--- src/rpfa_pkg.sv ---
package rpfa_pkg;

  localparam int PageCount = 65536;
  localparam int PageBits = $clog2(PageCount);
  localparam int CountBits = 8;
  localparam int TotalBits = PageBits + 1;
  localparam int CfgBits = 17;
  localparam int PnBits = 16;
  localparam int CoutBits = 17;

  typedef enum logic [2:0] {
    MODE_ADD   = 3'd0,
    MODE_ALLOC = 3'd1,
    MODE_FREE  = 3'd2,
    MODE_INC   = 3'd3,
    MODE_DEC   = 3'd4,
    MODE_READ  = 3'd5,
    MODE_TOTAL = 3'd6,
    MODE_NONE  = 3'd7
  } mode_t;

  typedef enum logic [2:0] {
    ST_OK    = 3'd0,
    ST_EMPTY = 3'd1,
    ST_RANGE = 3'd2,
    ST_FULL  = 3'd3,
    ST_SAT   = 3'd4
  } status_t;

  localparam logic CFG_LOWEST = 1'b0;
  localparam logic CFG_LIMIT = 1'b1;

  // A classified request as handed from the front part to the back part.
  typedef struct packed {
    mode_t             mode;
    logic [PnBits-1:0] page;
    logic              in_range;
  } req_t;

  // Result item.
  typedef struct packed {
    logic [PnBits-1:0]   page_out;
    logic [CoutBits-1:0] count_out;
    logic                page_released;
    status_t             status;
  } res_t;

endpackage

--- src/rpfa_front.sv ---
module rpfa_front (
  input  logic                             clk,
  input  logic                             rst,
  input  logic                             cfg_we,
  input  logic                             cfg_index,
  input  logic [rpfa_pkg::CfgBits-1:0]     cfg_data,
  input  logic                             s_valid,
  output logic                             s_ready,
  input  logic [2:0]                       s_mode,
  input  logic [rpfa_pkg::PnBits-1:0]      s_page,
  output logic                             q_valid,
  input  logic                             q_ready,
  output rpfa_pkg::req_t                   q_req
);
  import rpfa_pkg::*;

  logic [CfgBits-1:0] lowest_page;
  logic [CfgBits-1:0] page_limit;
  req_t               slot [2];
  logic [1:0]         fill;
  logic               wr_ptr;
  logic               rd_ptr;
  logic               push;
  logic               pop;
  req_t               incoming;

  // Configuration registers.
  always_ff @(posedge clk) begin
    if (rst) begin
      lowest_page <= '0;
      page_limit <= CfgBits'(PageCount);
    end else if (cfg_we) begin
      case (cfg_index)
        CFG_LOWEST: lowest_page <= cfg_data;
        CFG_LIMIT:  page_limit <= cfg_data;
        default: ;
      endcase
    end
  end

  // Classify the request: the range check is done here.
  always_comb begin
    incoming.mode = mode_t'(s_mode);
    incoming.page = s_page;
    incoming.in_range = ({1'b0, s_page} >= lowest_page) &&
                        ({1'b0, s_page} < page_limit);
  end

  assign s_ready = (fill != 2'd2);
  assign push = s_valid && s_ready;
  assign pop = q_valid && q_ready;
  assign q_valid = (fill != 2'd0);
  assign q_req = slot[rd_ptr];

  // Two-entry queue toward the back part.
  always_ff @(posedge clk) begin
    if (push) begin
      slot[wr_ptr] <= incoming;
    end
  end

  always_ff @(posedge clk) begin
    if (rst) begin
      fill <= '0;
      wr_ptr <= 1'b0;
      rd_ptr <= 1'b0;
    end else begin
      if (push) wr_ptr <= ~wr_ptr;
      if (pop) rd_ptr <= ~rd_ptr;
      fill <= fill + 2'(push) - 2'(pop);
    end
  end

  assert property (@(posedge clk) disable iff (rst) fill <= 2'd2)
    else $error("queue fill overflow");
  assert property (@(posedge clk) disable iff (rst) (fill == 2'd0) |-> !pop)
    else $error("pop from empty queue");
  assert property (@(posedge clk) disable iff (rst)
    (push && !pop) |=> (fill == $past(fill) + 2'd1))
    else $error("queue fill did not track a push");

endmodule

--- config.mk ---
export PLATFORM = sky130hd
export DESIGN_NAME = rpfa_front
export DESIGN_NICKNAME = d
export VERILOG_FILES = /design/src/rpfa_pkg.sv /design/src/rpfa_front.sv
export SDC_FILE = /design/constraint.sdc
export NUM_CORES = 1
export LEC_CHECK = 0
export ABC_AREA = 1
export BUFFER_PORTS_ARGS = -buffer_cell sky130_fd_sc_hd__buf_4
export CORE_MARGIN = 1
export CORE_UTILIZATION = 50
export DETAILED_ROUTE_END_ITERATION = 8
export PLACE_DENSITY = 0.75
export REMOVE_ABC_BUFFERS = 1
export SETUP_SLACK_MARGIN = 0.02
export SYNTH_ARGS = -nofsm -noshare
export SYNTH_HDL_FRONTEND = slang
export SYNTH_SLANG_ARGS = --single-unit
--- constraint.sdc ---
create_clock -name clk -period 1.8 [get_ports clk]
set_input_delay 0.27 -clock clk [delete_from_list [all_inputs] [get_ports clk]]
set_output_delay 0.27 -clock clk [all_outputs]
set_load 0.02 [all_outputs]
# Word-level counts from Yosys, hierarchy flattened
# Memories as Yosys holds them, arrays and structs flattened. A register that Yosys moved wholly into a read port is not among the register bits.
# Cells that the tools add are included.
dict set report classes {
  bitwise_logic 3
  magnitude_cmp 2
  n_reduce_logical 6
  n_mux 4
  addsub 2
  n_eq_ne 1
}
# cell count
set ops {}
lappend ops {{greater-or-equal comparator 16 x 17 -> 1 bit} 1}
lappend ops {{< comparator 16 x 17 -> 1 bit} 1}
lappend ops {{2-to-1 mux 1 bit} 4}
lappend ops {{AND reduction 2 bit} 2}
lappend ops {{logical AND 1 bit} 3}
lappend ops {{NOT 1 bit} 3}
lappend ops {{adder 2 x 1 -> 2 bit} 1}
lappend ops {{!= test 2 bit, second input constant} 1}
lappend ops {{nonzero test 2 bit} 1}
lappend ops {{subtractor 2 x 1 -> 2 bit} 1}
dict set report totals {
  register_bits 38
  mem_count 1
  output_inout_bits 22
  word_cells 24
  ram_bits 40
}
# memory words width read_ports rd_clocked_by_memory_dff write_ports line_no
set mem_list {}
lappend mem_list {slot 2 20 1 1 1 rpfa_front.sv:19} ;# req_t slot [2];

# Longest topological paths before layout
# Gate-level depths: netlist of run 1.
dict set report depth {
  word_depth 4
  ltp_mapped 11
  ltp_nobuf 11
}

# Worst setup path after synthesis of run 1
# Ideal clock, no wire load.
dict set report synth_path {
  path_type {register to register}
  startpoint {register fill[0]}
  endpoint {memory slot[1][0] (netlist bit) (enable)}
  setup_slack_ns -0.178
  t_arrival_ns 1.580
  setup_time_ns 0.398
  required_ns 1.402
  stages_incl_launch_ff 5
  period_less_slack_ns 1.978
  path_cell_list {dfxtp_1 -> inv_1 -> nand2_1 -> nand2_1 -> nor2_1}
}
dict set report synth_via {
  elab_chain_cells 4
}
# element line_no
set synth_lines {}
lappend synth_lines {{from (decl)} rpfa_front.sv:20} ;# logic [1:0] fill;
lappend synth_lines {{from (signal assigned)} rpfa_front.sv:70} ;# fill <= fill + 2'(push) - 2'(pop);
lappend synth_lines {{!= test 2 bit} rpfa_front.sv:49} ;# assign s_ready = (fill != 2'd2);
lappend synth_lines {{named net s_ready} rpfa_front.sv:8} ;# output logic s_ready,
lappend synth_lines {{logical AND 1 bit} rpfa_front.sv:50} ;# assign push = s_valid && s_ready;
lappend synth_lines {{2-to-1 mux 1 bit} rpfa_front.sv:57} ;# if (push) begin
lappend synth_lines {{2-to-1 mux 1 bit (implied by the code)} rpfa_front.sv:58} ;# slot[wr_ptr] <= incoming;
lappend synth_lines {{to (decl)} rpfa_front.sv:19}
# The timed path passes the listed nets, and every way through them passes these cells.

# Final worst setup path of run 1
dict set report layout_path {
  startpoint {register fill[0]}
  endpoint {register fill[1]}
}
dict set report layout_via {
  word_cells_on_any_way 6
}
# element line_no
set layout_rtl {}
lappend layout_rtl {{nonzero test 2 bit} rpfa_front.sv:52} ;# assign q_valid = (fill != 2'd0);
lappend layout_rtl {{logical AND 1 bit} rpfa_front.sv:51} ;# assign pop = q_valid && q_ready;
lappend layout_rtl {{named net pop} rpfa_front.sv:24} ;# logic pop;
lappend layout_rtl {{subtractor 2 x 1 -> 2 bit} rpfa_front.sv:70}
# The timed path passes the listed nets, and every way through them passes these cells.
# A chain may end at the register's enable or synchronous reset.

==> summary.txt, run 1 <==
Status
  – Status: finished clean

Yosys
  – Ys async rst share: 0
  – Syn Inst Count: 366
  – Unique masters post-synth: 26
  – Mapped cell area: about 0.0037 mm^2
  – Top cells by area, synth: edfxtp_1, dfxtp_1, ha_1, mux2_2, a21oi_1
  – Post-synth EDFFs: 40
  – Seq cells post-synth: 79
  – Register area share after synthesis: 0.542
  – Post-synth top area cell: edfxtp_1
  – Yosys top cell area share: 0.328
  – Syn. warnings: 0
  – Count leader, synth: inv_1
  – Synth Area per Inst: 10.0 um^2
  – Synth cell count leaders: inv_1, nand2_1, a21oi_1
  – Most used flip-flop cell after synthesis: edfxtp_1

Critical path
  – RR Startpoint: fill[0]
  – Critical Path AT: just under 2 ns
  – WS Path Type: flop to flop
  – Reg-to-reg slack, setup: about 0.056 ns
  – CP Data Required Time: slightly above 2 ns
  – Worst Path Max Fanout: 4
  – FF-to-FF path depth: 9
  – Kind of end point of the critical path: flop
  – Worst setup SP type: flop
  – Critical Path Max Stage Delay: ~0.33 ns
  – Worst-path cell chain: or2_1 > nand2_1 > inv_2 > ha_1 > inv_1 > ha_4 > xor2_2 > o21ai_1 > a21oi_1
  – Crit path max-delay cell type: dfxtp_2
  – Reg2reg end: fill[1]

Clocking
  – Worst-Skew Late Latency: 0.35 ns
  – H-tree levels: 3
  – CTS Buf Count: 9
  – CTS tree: yes
  – Clock-pin slew on the worst setup and hold paths: 0.08 ns
  – Max Root-Sink Buffers: 2
  – Clock Tree Root: clkbuf_8
  – Clk sinks: 79

Worst hold path
  – Min-Delay Path Depth: 2
  – HP Class: input port to flop
  – WHS Endpoint: fill[0]
  – Hold path start: rst

Timing
  – Clock Skew: 0.00384 ns
  – Tcrit/Tclk final: 0.969
  – Final min period: 1.74 ns
  – Least-Margin Pin Slew: around 0.54 ns
  – Endpoints failing setup: 0
  – Final hold violations: 0
  – Max-slew headroom: 0.641
  – Max Clk Rate: 0.573 GHz
  – Final Max Tran Viols: 0
  – Fin Hold WS: about 0.083 ns

Floorplan
  – Die area: about 0.0077 mm^2
  – Core Area: 0.00694 mm^2
  – # IOs: 64
  – Die W: just under 90 um
  – Die extent in y: 87.5 um
  – Initial Utilization: 0.527
  – FP Rows: 30

Global route
  – Largest net degree at the start of global routing: 37
  – GRT overflow: 0
  – Vias in the first global route: between 2,000 and 3,000
  – Initial antenna violation count: 0
  – Gr usage total: 0.205
  – First-pass GRT wire length: 11,700 um

Power and ir drop
  – Leakage: between 1.5 and 2 nW
  – Power Dens Cells: about 1200 mW/mm^2
  – Maximum VDD drop: ~0.43 mV

Drt
  – Via count: ~2,600
  – Detail Route Antenna Nets: 0
  – Drt via density: 4.91
  – 1st-iter DRT viols: 85
  – Drt pass-1 iters: 4
  – Routed len/inst: between 10 and 15 um
  – DRC: 0
  – Wirelength, routed: roughly 7200 um

Layout
  – Ratio of cells with drive above 1 in the final layout: 0.262
  – # nets final: slightly above 500
  – Area Overhead vs Synth: 23.4%
  – Antenna diodes: 0
  – Post-layout util: 0.650

Placement
  – Port Buf Inserts: 63
  – HPWL after DPL: 5120 um
  – Final RePlAce weighted congestion: roughly 0.78

Flow run
  – Maxcap violations: 0
-- placed cells by master, fill, tap and decap left out, drive strengths merged, types with 20 or more instances in the layout --
master | netlist | layout
ha | 33 | 33
edfxtp | 40 | 40
mux2 | 20 | 20
nor2 | 21 | 21
nand2 | 50 | 50
o21ai | 35 | 35
buf | 8 | 71
inv | 59 | 59
dfxtp | 39 | 39
a21oi | 44 | 44
-- what timing repair did --
item                       4_1_cts  5_1_grt
resized for setup                0        5
hold buffers                     0        0
buffers inserted                 0        1
setup endpoints to repair        0        1
-- per-layer routing --
layer,vias to the layer above,track usage,part of all wire
met1,1209,0.239,0.45
li1,1370,-,-
met5,-,0,0
met4,0,0.103,0.023
met2,49,0.364,0.50
met3,14,0.0368,0.034
-- state kept, by name (all words and copies together) (netlist names), named ones only --
register / count
fill: 2
lowest_page: 17
page_limit: 17
rd_ptr: 1
slot: 40
wr_ptr: 1
-- metrics by stage --
stage | std cells | setup TNS (ns) | cell area, um^2 | worst slack (ns) | power, mW
finish | 538 | 0 | 4510 | 0.0557 | 5.19
global route | 538 | -0.0118 | 4510 | -0.0118 | 5.46
CTS | 537 | 0 | 4480 | 0.0621 | 5.18
detailed placement | 521 | 0 | 4250 | 0.0780 | 3.64
global placement | 521 | 0 | 4250 | 0.242 | 3.59
floorplan | 355 | -6.52 | 3600 | -0.178 | 3.07
-- critical path, delay by kind of cell (launching register included) --
| kind | cells | cell delay [ns] |
|---|---|---|
| buf+inv | 2 | 0.13 |
| xor+xnor | 1 | 0.17 |
| compound gates | 2 | 0.20 |
| simple gates | 2 | 0.38 |
| fa+ha+maj | 2 | 0.43 |
| flops | 1 | 0.33 |
-- worst max path at each step --
stage / slack (ns) / start / cells after the start / end
final: 0.06 / fill[0] / 9 / fill[1]
after global routing: -0.01 / fill[0] / 9 / fill[1]
after CTS: 0.06 / fill[1] / 9 / fill[1]
after detailed placement: 0.08 / fill[1] / 9 / fill[1]
after global placement: 0.24 / fill[1] / 9 / fill[1]
after floorplan: -0.18 / fill[0] / 4 / slot[1][0]
-- cells by family after synthesis --
group	Yosys count	synth area share
compound gates	83	0.118
xor+xnor	1	0.00239
fa+ha+maj	33	0.113
buf+inv	70	0.0759
flops	79	0.542
mux	20	0.0616
simple gates	80	0.0872
-- cell type report --
type / count / area (um^2)
multi-input cells: 217 / 1420
clock buffers: 12 / 135
inverters: 59 / 221
clock inverters: 4 / 95.1
flip-flops and latches: 79 / 1980
well taps: 96 / 120
fillers: 574 / 2430
repair buffers: 71 / 533
-- power breakdown --
group          internal [mW]  total (mW)  switching (mW)
logic                  0.639        1.44           0.796
registers               2.14        2.22          0.0742
clock network          0.921        1.54           0.618
(Power assumes the default switching activity.)
==> inputs of run 2 (changes only) <==
CTS_BUF_LIST = sky130_fd_sc_hd__clkbuf_16   (was not set)
==> run 2 against run 1 <==
Net effect:
- cell area grew 2.2%
- setup slack improved by 0.043 ns
- total power grew 8.8%
- global-route usage is 0.44 points higher
- non-clock buffer count unchanged
- final cell count unchanged
- worst hold slack gained 0.028 ns
- critical path type unchanged
- largest power group unchanged
- highest routed layer unchanged
==> summary.txt, run 2 (synthesis gave the netlist of run 1 again) <==
Status
  – Status: finished clean

Critical path
  – CP Data Required Time: approximately 2.0 ns
  – Worst setup SP type: flop
  – Critical Path AT: about 1.9 ns
  – RR Startpoint: fill[0]
  – Kind of end point of the critical path: flop
  – Reg-to-reg slack, setup: a little under 0.1 ns
  – Worst Path Max Fanout: 4
  – Worst-path cell chain: or2_1 > nand2_1 > inv_2 > ha_1 > inv_1 > ha_4 > xor2_2 > o21ai_1 > a21oi_1
  – FF-to-FF path depth: 9
  – Critical Path Max Stage Delay: 0.33 ns
  – WS Path Type: flop to flop
  – Crit path max-delay cell type: dfxtp_2
  – Reg2reg end: fill[1]

Global route
  – Vias in the first global route: between 2,000 and 3,000
  – Initial antenna violation count: 0
  – Largest net degree at the start of global routing: 37
  – First-pass GRT wire length: between 10,000 and 15,000 um
  – GRT overflow: 0
  – Gr usage total: 0.210

Floorplan
  – # IOs: 64
  – Die extent in y: between 80 and 90 um
  – Die area: 0.00766 mm^2
  – Initial Utilization: 0.527
  – FP Rows: 30
  – Core Area: around 0.0069 mm^2
  – Die W: a little under 90 um

Layout
  – Antenna diodes: 0
  – Commonest cells after routing, fill and taps aside: buf_4, inv_1, nand2_1
  – FF/Latch Area: about 0.0020 mm^2
  – Commonest non-fill, non-tap cell in the layout: buf_4
  – Area Overhead vs Synth: 26.1%
  – Largest registers: slot (40), lowest_page (17), page_limit (17)
  – Final-layout fill cell count: 559
  – # nets final: 512
  – Ratio of cells with drive above 1 in the final layout: 0.262
  – Largest Register: slot
  – Max reg flops: 40
  – Multi-input logic area: ~0.0014 mm^2

Clocking
  – H-tree levels: 3
  – CTS Buf Count: 9
  – Clock-pin slew on the worst setup and hold paths: around 0.060 ns
  – Hold-fix buffers at CTS: 0
  – CTS tree: yes
  – Worst-Skew Late Latency: 0.33 ns
  – Max Root-Sink Buffers: 2
  – Clk sinks: between 70 and 80
  – Clock Tree Root: clkbuf_16

Drt
  – 1st-iter DRT viols: 113
  – Detail Route Antenna Nets: 0
  – Via count: roughly 2,700
  – Routed len/inst: about 14 um
  – Wirelength, routed: between 7000 and 8000 um
  – Drt pass-1 iters: 4
  – Drt via density: ~5.0
  – DRC: 0

Timing
  – Endpoints failing setup: 0
  – Final WS setup: between 0.09 and 0.1 ns
  – Tcrit/Tclk final: 0.945
  – Least-Margin Pin Slew: between 0.5 and 0.6 ns
  – Max Clk Rate: approximately 0.59 GHz
  – Final min period: between 1.5 and 2 ns
  – Final hold violations: 0
  – Max-slew headroom: 0.649
  – Fin Hold WS: ~0.11 ns
  – RSZ-0062 raised after global routing: no
  – Clock Skew: 0.00265 ns
  – Final Max Tran Viols: 0

Worst hold path
  – WHS Endpoint: fill[0]
  – Min-Delay Path Depth: 2
  – HP Class: input port to flop
  – Hold path start: rst

Power and ir drop
  – Maximum VDD drop: about 0.51 mV
  – Leakage: between 2 and 2.5 nW
  – Power Dens Cells: 1220 mW/mm^2
  – Power consumption: between 5 and 6 mW

Placement
  – HPWL after DPL: around 5100 um
  – Place WS: between 0.07 and 0.08 ns
  – Port Buf Inserts: 63
  – Final RePlAce weighted congestion: ~0.78

Flow run
  – Maxcap violations: 0
-- run 2: changes by cell type in the layout (fill, tap and decap cells not counted), sizes merged --
cell,previous run,this run
inv,59,62
clkbuf,12,9
-- run 2: metrics by stage --
step                       util  cells  area [um^2]  setup TNS [ns]
final                     0.665    538         4610               0
after global routing      0.665    538         4610               0
after CTS                 0.660    537         4580               0
after detailed placement  0.612    521         4250               0
after global placement    0.612    521         4250               0
after floorplan               -    355         3600           -6.52
-- run 2: area by class of cell --
| class | count | share of cell area |
|---|---|---|
| clock buffers | 9 | 0.0488 |
| clock inverters | 7 | 0.0230 |
| inverters | 59 | 0.0480 |
| multi-input cells | 217 | 0.309 |
| flip-flops and latches | 79 | 0.430 |
| well taps | 96 | 0.0260 |
| repair buffers | 71 | 0.116 |
-- run 2: how the worst max path moves through the flow --
stage	startpoint	to	slack [ns]	cells after the start
after floorplan	fill[0]	slot[1][0]	-0.18	4
after global routing	fill[0]	fill[1]	0.02	9
final	fill[0]	fill[1]	0.1	9
after detailed placement	fill[1]	fill[1]	0.08	9
after global placement	fill[1]	fill[1]	0.24	9
after CTS	fill[1]	fill[1]	0.07	9
-- run 2: what timing repair did --
action | 4_1_cts | 5_1_grt
endpoints found under the setup margin | 0 | 1
gates resized for setup | 0 | 5
buffers inserted | 0 | 1
-- run 2: critical path, delay by kind of cell (launching register included) --
family | cells | cell delay (ns)
buffers and inverters | 2 | 0.12
XOR/XNOR | 1 | 0.17
flip-flops | 1 | 0.33
AO/OA/AOI/OAI | 2 | 0.20
AND/OR/NAND/NOR | 2 | 0.34
adder cells (fa/ha/maj) | 2 | 0.43
-- run 2: power breakdown --
part	leakage, nW	internal (mW)	switching, mW
combinational	1.16	0.641	0.793
sequential	0.696	2.15	0.0748
clock	0.173	1.34	0.658
total	2.03	4.12	1.53
-- run 2: metal layers --
metal	track usage	part of all wire	wire length, um
met5	0	0	0
met1	0.241	0.43	3140
met3	0.0452	0.037	267
met2	0.381	0.51	3750
met4	0.0805	0.020	143
==> inputs of run 3 (changes only) <==
clock period = 1.4 ns   (was 1.8 ns; I/O delays follow)
==> run 3 against run 2 <==
Net effect:
- the run now ends with setup timing left
- clock power rose by 32%
- worst hold slack got worse by 0.066 ns
- clock-buffer cell count stayed put
- critical path depth unchanged
- final cell count up 4.5%
- sequential share of layout area fell by 5.6 points
- non-clock buffer count up 24
- via count up 12%
- largest cell class unchanged
- highest routed layer unchanged
==> summary.txt, run 3 (synthesis gave the netlist of run 1 again) <==
Layout
  – Antenna diodes: 0
  – # nets final: about 540
  – Max reg flops: 40
  – Largest registers: slot (40), lowest_page (17), page_limit (17)
  – Area Overhead vs Synth: 45.8%
  – Final std cells w/o fill: about 560
  – Multi-input logic area: 0.00177 mm^2
  – Final-layout fill cell count: 428
  – Commonest non-fill, non-tap cell in the layout: buf_4
  – FF/Latch Area: 0.00199 mm^2
  – Ratio of cells with drive above 1 in the final layout: 0.410
  – Commonest cells after routing, fill and taps aside: buf_4, nand2_1, inv_1
  – Non-Filler Cell Area, Final: 0.00533 mm^2
  – Largest Register: slot

Placement
  – Placed cells: about 540
  – Placed Instance Area: 0.00443 mm^2
  – HPWL after DPL: approximately 5300 um
  – Final RePlAce weighted congestion: 0.820
  – Port Buf Inserts: 63

Floorplan
  – # IOs: 64
  – Die area: around 0.0077 mm^2
  – Initial Utilization: 0.527
  – FP Rows: 30
  – Die extent in y: approximately 88 um
  – Core Area: roughly 0.007 mm^2
  – Die W: 87.5 um

Power and ir drop
  – Sw Share: 0.282
  – Leakage: around 2.3 nW
  – P_sw: 2.33 mW
  – P_int: about 5.9 mW
  – Flop pwr share: 0.352
  – Maximum VDD drop: ~0.75 mV
  – Power Dens Cells: around 1500 mW/mm^2
  – Combinational share of power: 0.328
  – Clock share of power: 0.319

Global route
  – First-pass GRT wire length: ~13,000 um
  – Largest net degree at the start of global routing: 35
  – GRT overflow: 0
  – Vias in the first global route: roughly 2,900
  – Initial antenna violation count: 0
  – Gr usage total: 0.235

Status
  – Status: finished, violations left
  – Failing checks: setup timing

Timing
  – Final hold violations: 0
  – Final Max Tran Viols: 0
  – Endpoints failing setup: 35
  – Least-Margin Pin Slew: 0.311 ns
  – Max Clk Rate: roughly 0.63 GHz
  – Tcrit/Tclk final: 1.14
  – Final min period: around 1.6 ns
  – Max-slew headroom: 0.791
  – Final WS setup: -0.194 ns
  – Clock Skew: 0.00523 ns
  – RSZ-0062 raised after global routing: yes

Critical path
  – Worst Path Max Fanout: 2
  – CP Data Required Time: around 1.6 ns
  – Critical Path Max Stage Delay: 0.33 ns
  – Critical Path AT: about 1.8 ns
  – Worst setup SP type: flop
  – Crit path max-delay cell type: dfxtp_2
  – Kind of end point of the critical path: flop
  – CP delay by family, top: adder cells
  – Worst path most repeated cell: ha_4
  – Worst-path cell chain: or2_1 > nand2_1 > inv_2 > ha_4 > inv_4 > ha_4 > xor2_2 > o21ai_1 > a21oi_1
  – Bufs and invs on worst path: 2
  – WS Path Type: flop to flop

Drt
  – 1st-iter DRT viols: 149
  – Drt pass-1 iters: 5
  – Wirelength, routed: roughly 9000 um
  – Via count: 2,977
  – DRC: 0
  – Routed len/inst: about 16 um
  – Detail Route Antenna Nets: 0
  – Drt via density: approximately 5.3

Clocking
  – CTS tree: yes
  – CTS Buf Count: 9
  – Clock Tree Root: clkbuf_16
  – Clk sinks: roughly 80
  – Max Root-Sink Buffers: 2
  – Worst-Skew Late Latency: 0.34 ns
  – Clock-pin slew on the worst setup and hold paths: 0.06 ns
  – H-tree levels: 3

Worst hold path
  – HP Class: input port to flop

Flow run
  – Maxcap violations: 0
[run 3: cell count changes in the layout (fill, tap and decap cells not counted), sizes merged]
cell | before | now
clkinvlp | 0 | 2
buf | 71 | 95
inv | 62 | 60
[run 3: worst reg2reg max path, delay by kind of cell (launching register included)]
| kind | cells | cell delay [ns] |
|---|---|---|
| adders and majority gates | 2 | 0.41 |
| DFF | 1 | 0.33 |
| and+or+nand+nor | 2 | 0.33 |
| AOI/OAI and AO/OA | 2 | 0.18 |
| xor gates and xnor gates | 1 | 0.14 |
| buffers and inverters | 2 | 0.08 |
[run 3: layer usage]
layer	up-vias	wire length (um)	GRT usage
li1	1422	-	-
met1	1414	3550	0.266
met2	107	4820	0.428
met3	34	390	0.0377
met4	0	344	0.122
met5	-	0	0
[run 3: power by group through the flow]
| stage | Clock, mW | Combinational [mW] | Sequential (mW) |
|---|---|---|---|
| 3_5_place_dp | 0 | 1.93 | 2.90 |
| 4_1_cts | 2.65 | 2.37 | 2.88 |
| 2_1_floorplan | 0 | 1.03 | 2.91 |
| 3_3_place_gp | 0 | 1.89 | 2.88 |
| 6_report | 2.63 | 2.71 | 2.90 |
| 5_1_grt | 2.74 | 2.91 | 2.92 |
[run 3: metrics by stage]
| stage | hold WS [ns] | utilization | setup slack [ns] | setup TNS (ns) | total power, mW |
|---|---|---|---|---|---|
| after floorplan | 0.281 | - | -0.578 | -23.25 | 3.94 |
| after global placement | 0.393 | 0.637 | -0.106 | -0.277 | 4.77 |
| after detailed placement | 0.400 | 0.637 | -0.184 | -0.455 | 4.83 |
| after CTS | 0.0454 | 0.728 | -0.212 | -3.93 | 7.90 |
| after global routing | 0.0544 | 0.768 | -0.258 | -4.92 | 8.57 |
| final | 0.0447 | 0.768 | -0.194 | -3.30 | 8.24 |
[run 3: timing repair]
item / 4_1_cts / 5_1_grt
hold buffers: 0 / 0
cloned: 3 / 1
pin swaps: 14 / 17
setup buffers: 1 / 2
setup endpoints to repair: 47 / 65
resized for setup: 62 / 57
[run 3: area by class of cell]
type | instances | area share
tap | 96 | 0.0225
sequential | 79 | 0.374
clock inverter | 7 | 0.0211
inverter | 59 | 0.0420
timing repair buffer | 95 | 0.167
clock buffer | 9 | 0.0422
multi-input combinational | 217 | 0.331
[run 3: worst paths after layout]
check | from | end | slack [ns] | depth (start not counted)
setup / recovery | fill[1] | fill[1] | -0.19 | 9
hold / removal | rst | fill[0] | 0.04 | 2
setup reg to reg | fill[1] | fill[1] | -0.19 | 9
hold reg to reg | lowest_page[1] | lowest_page[1] | 0.46 | 2
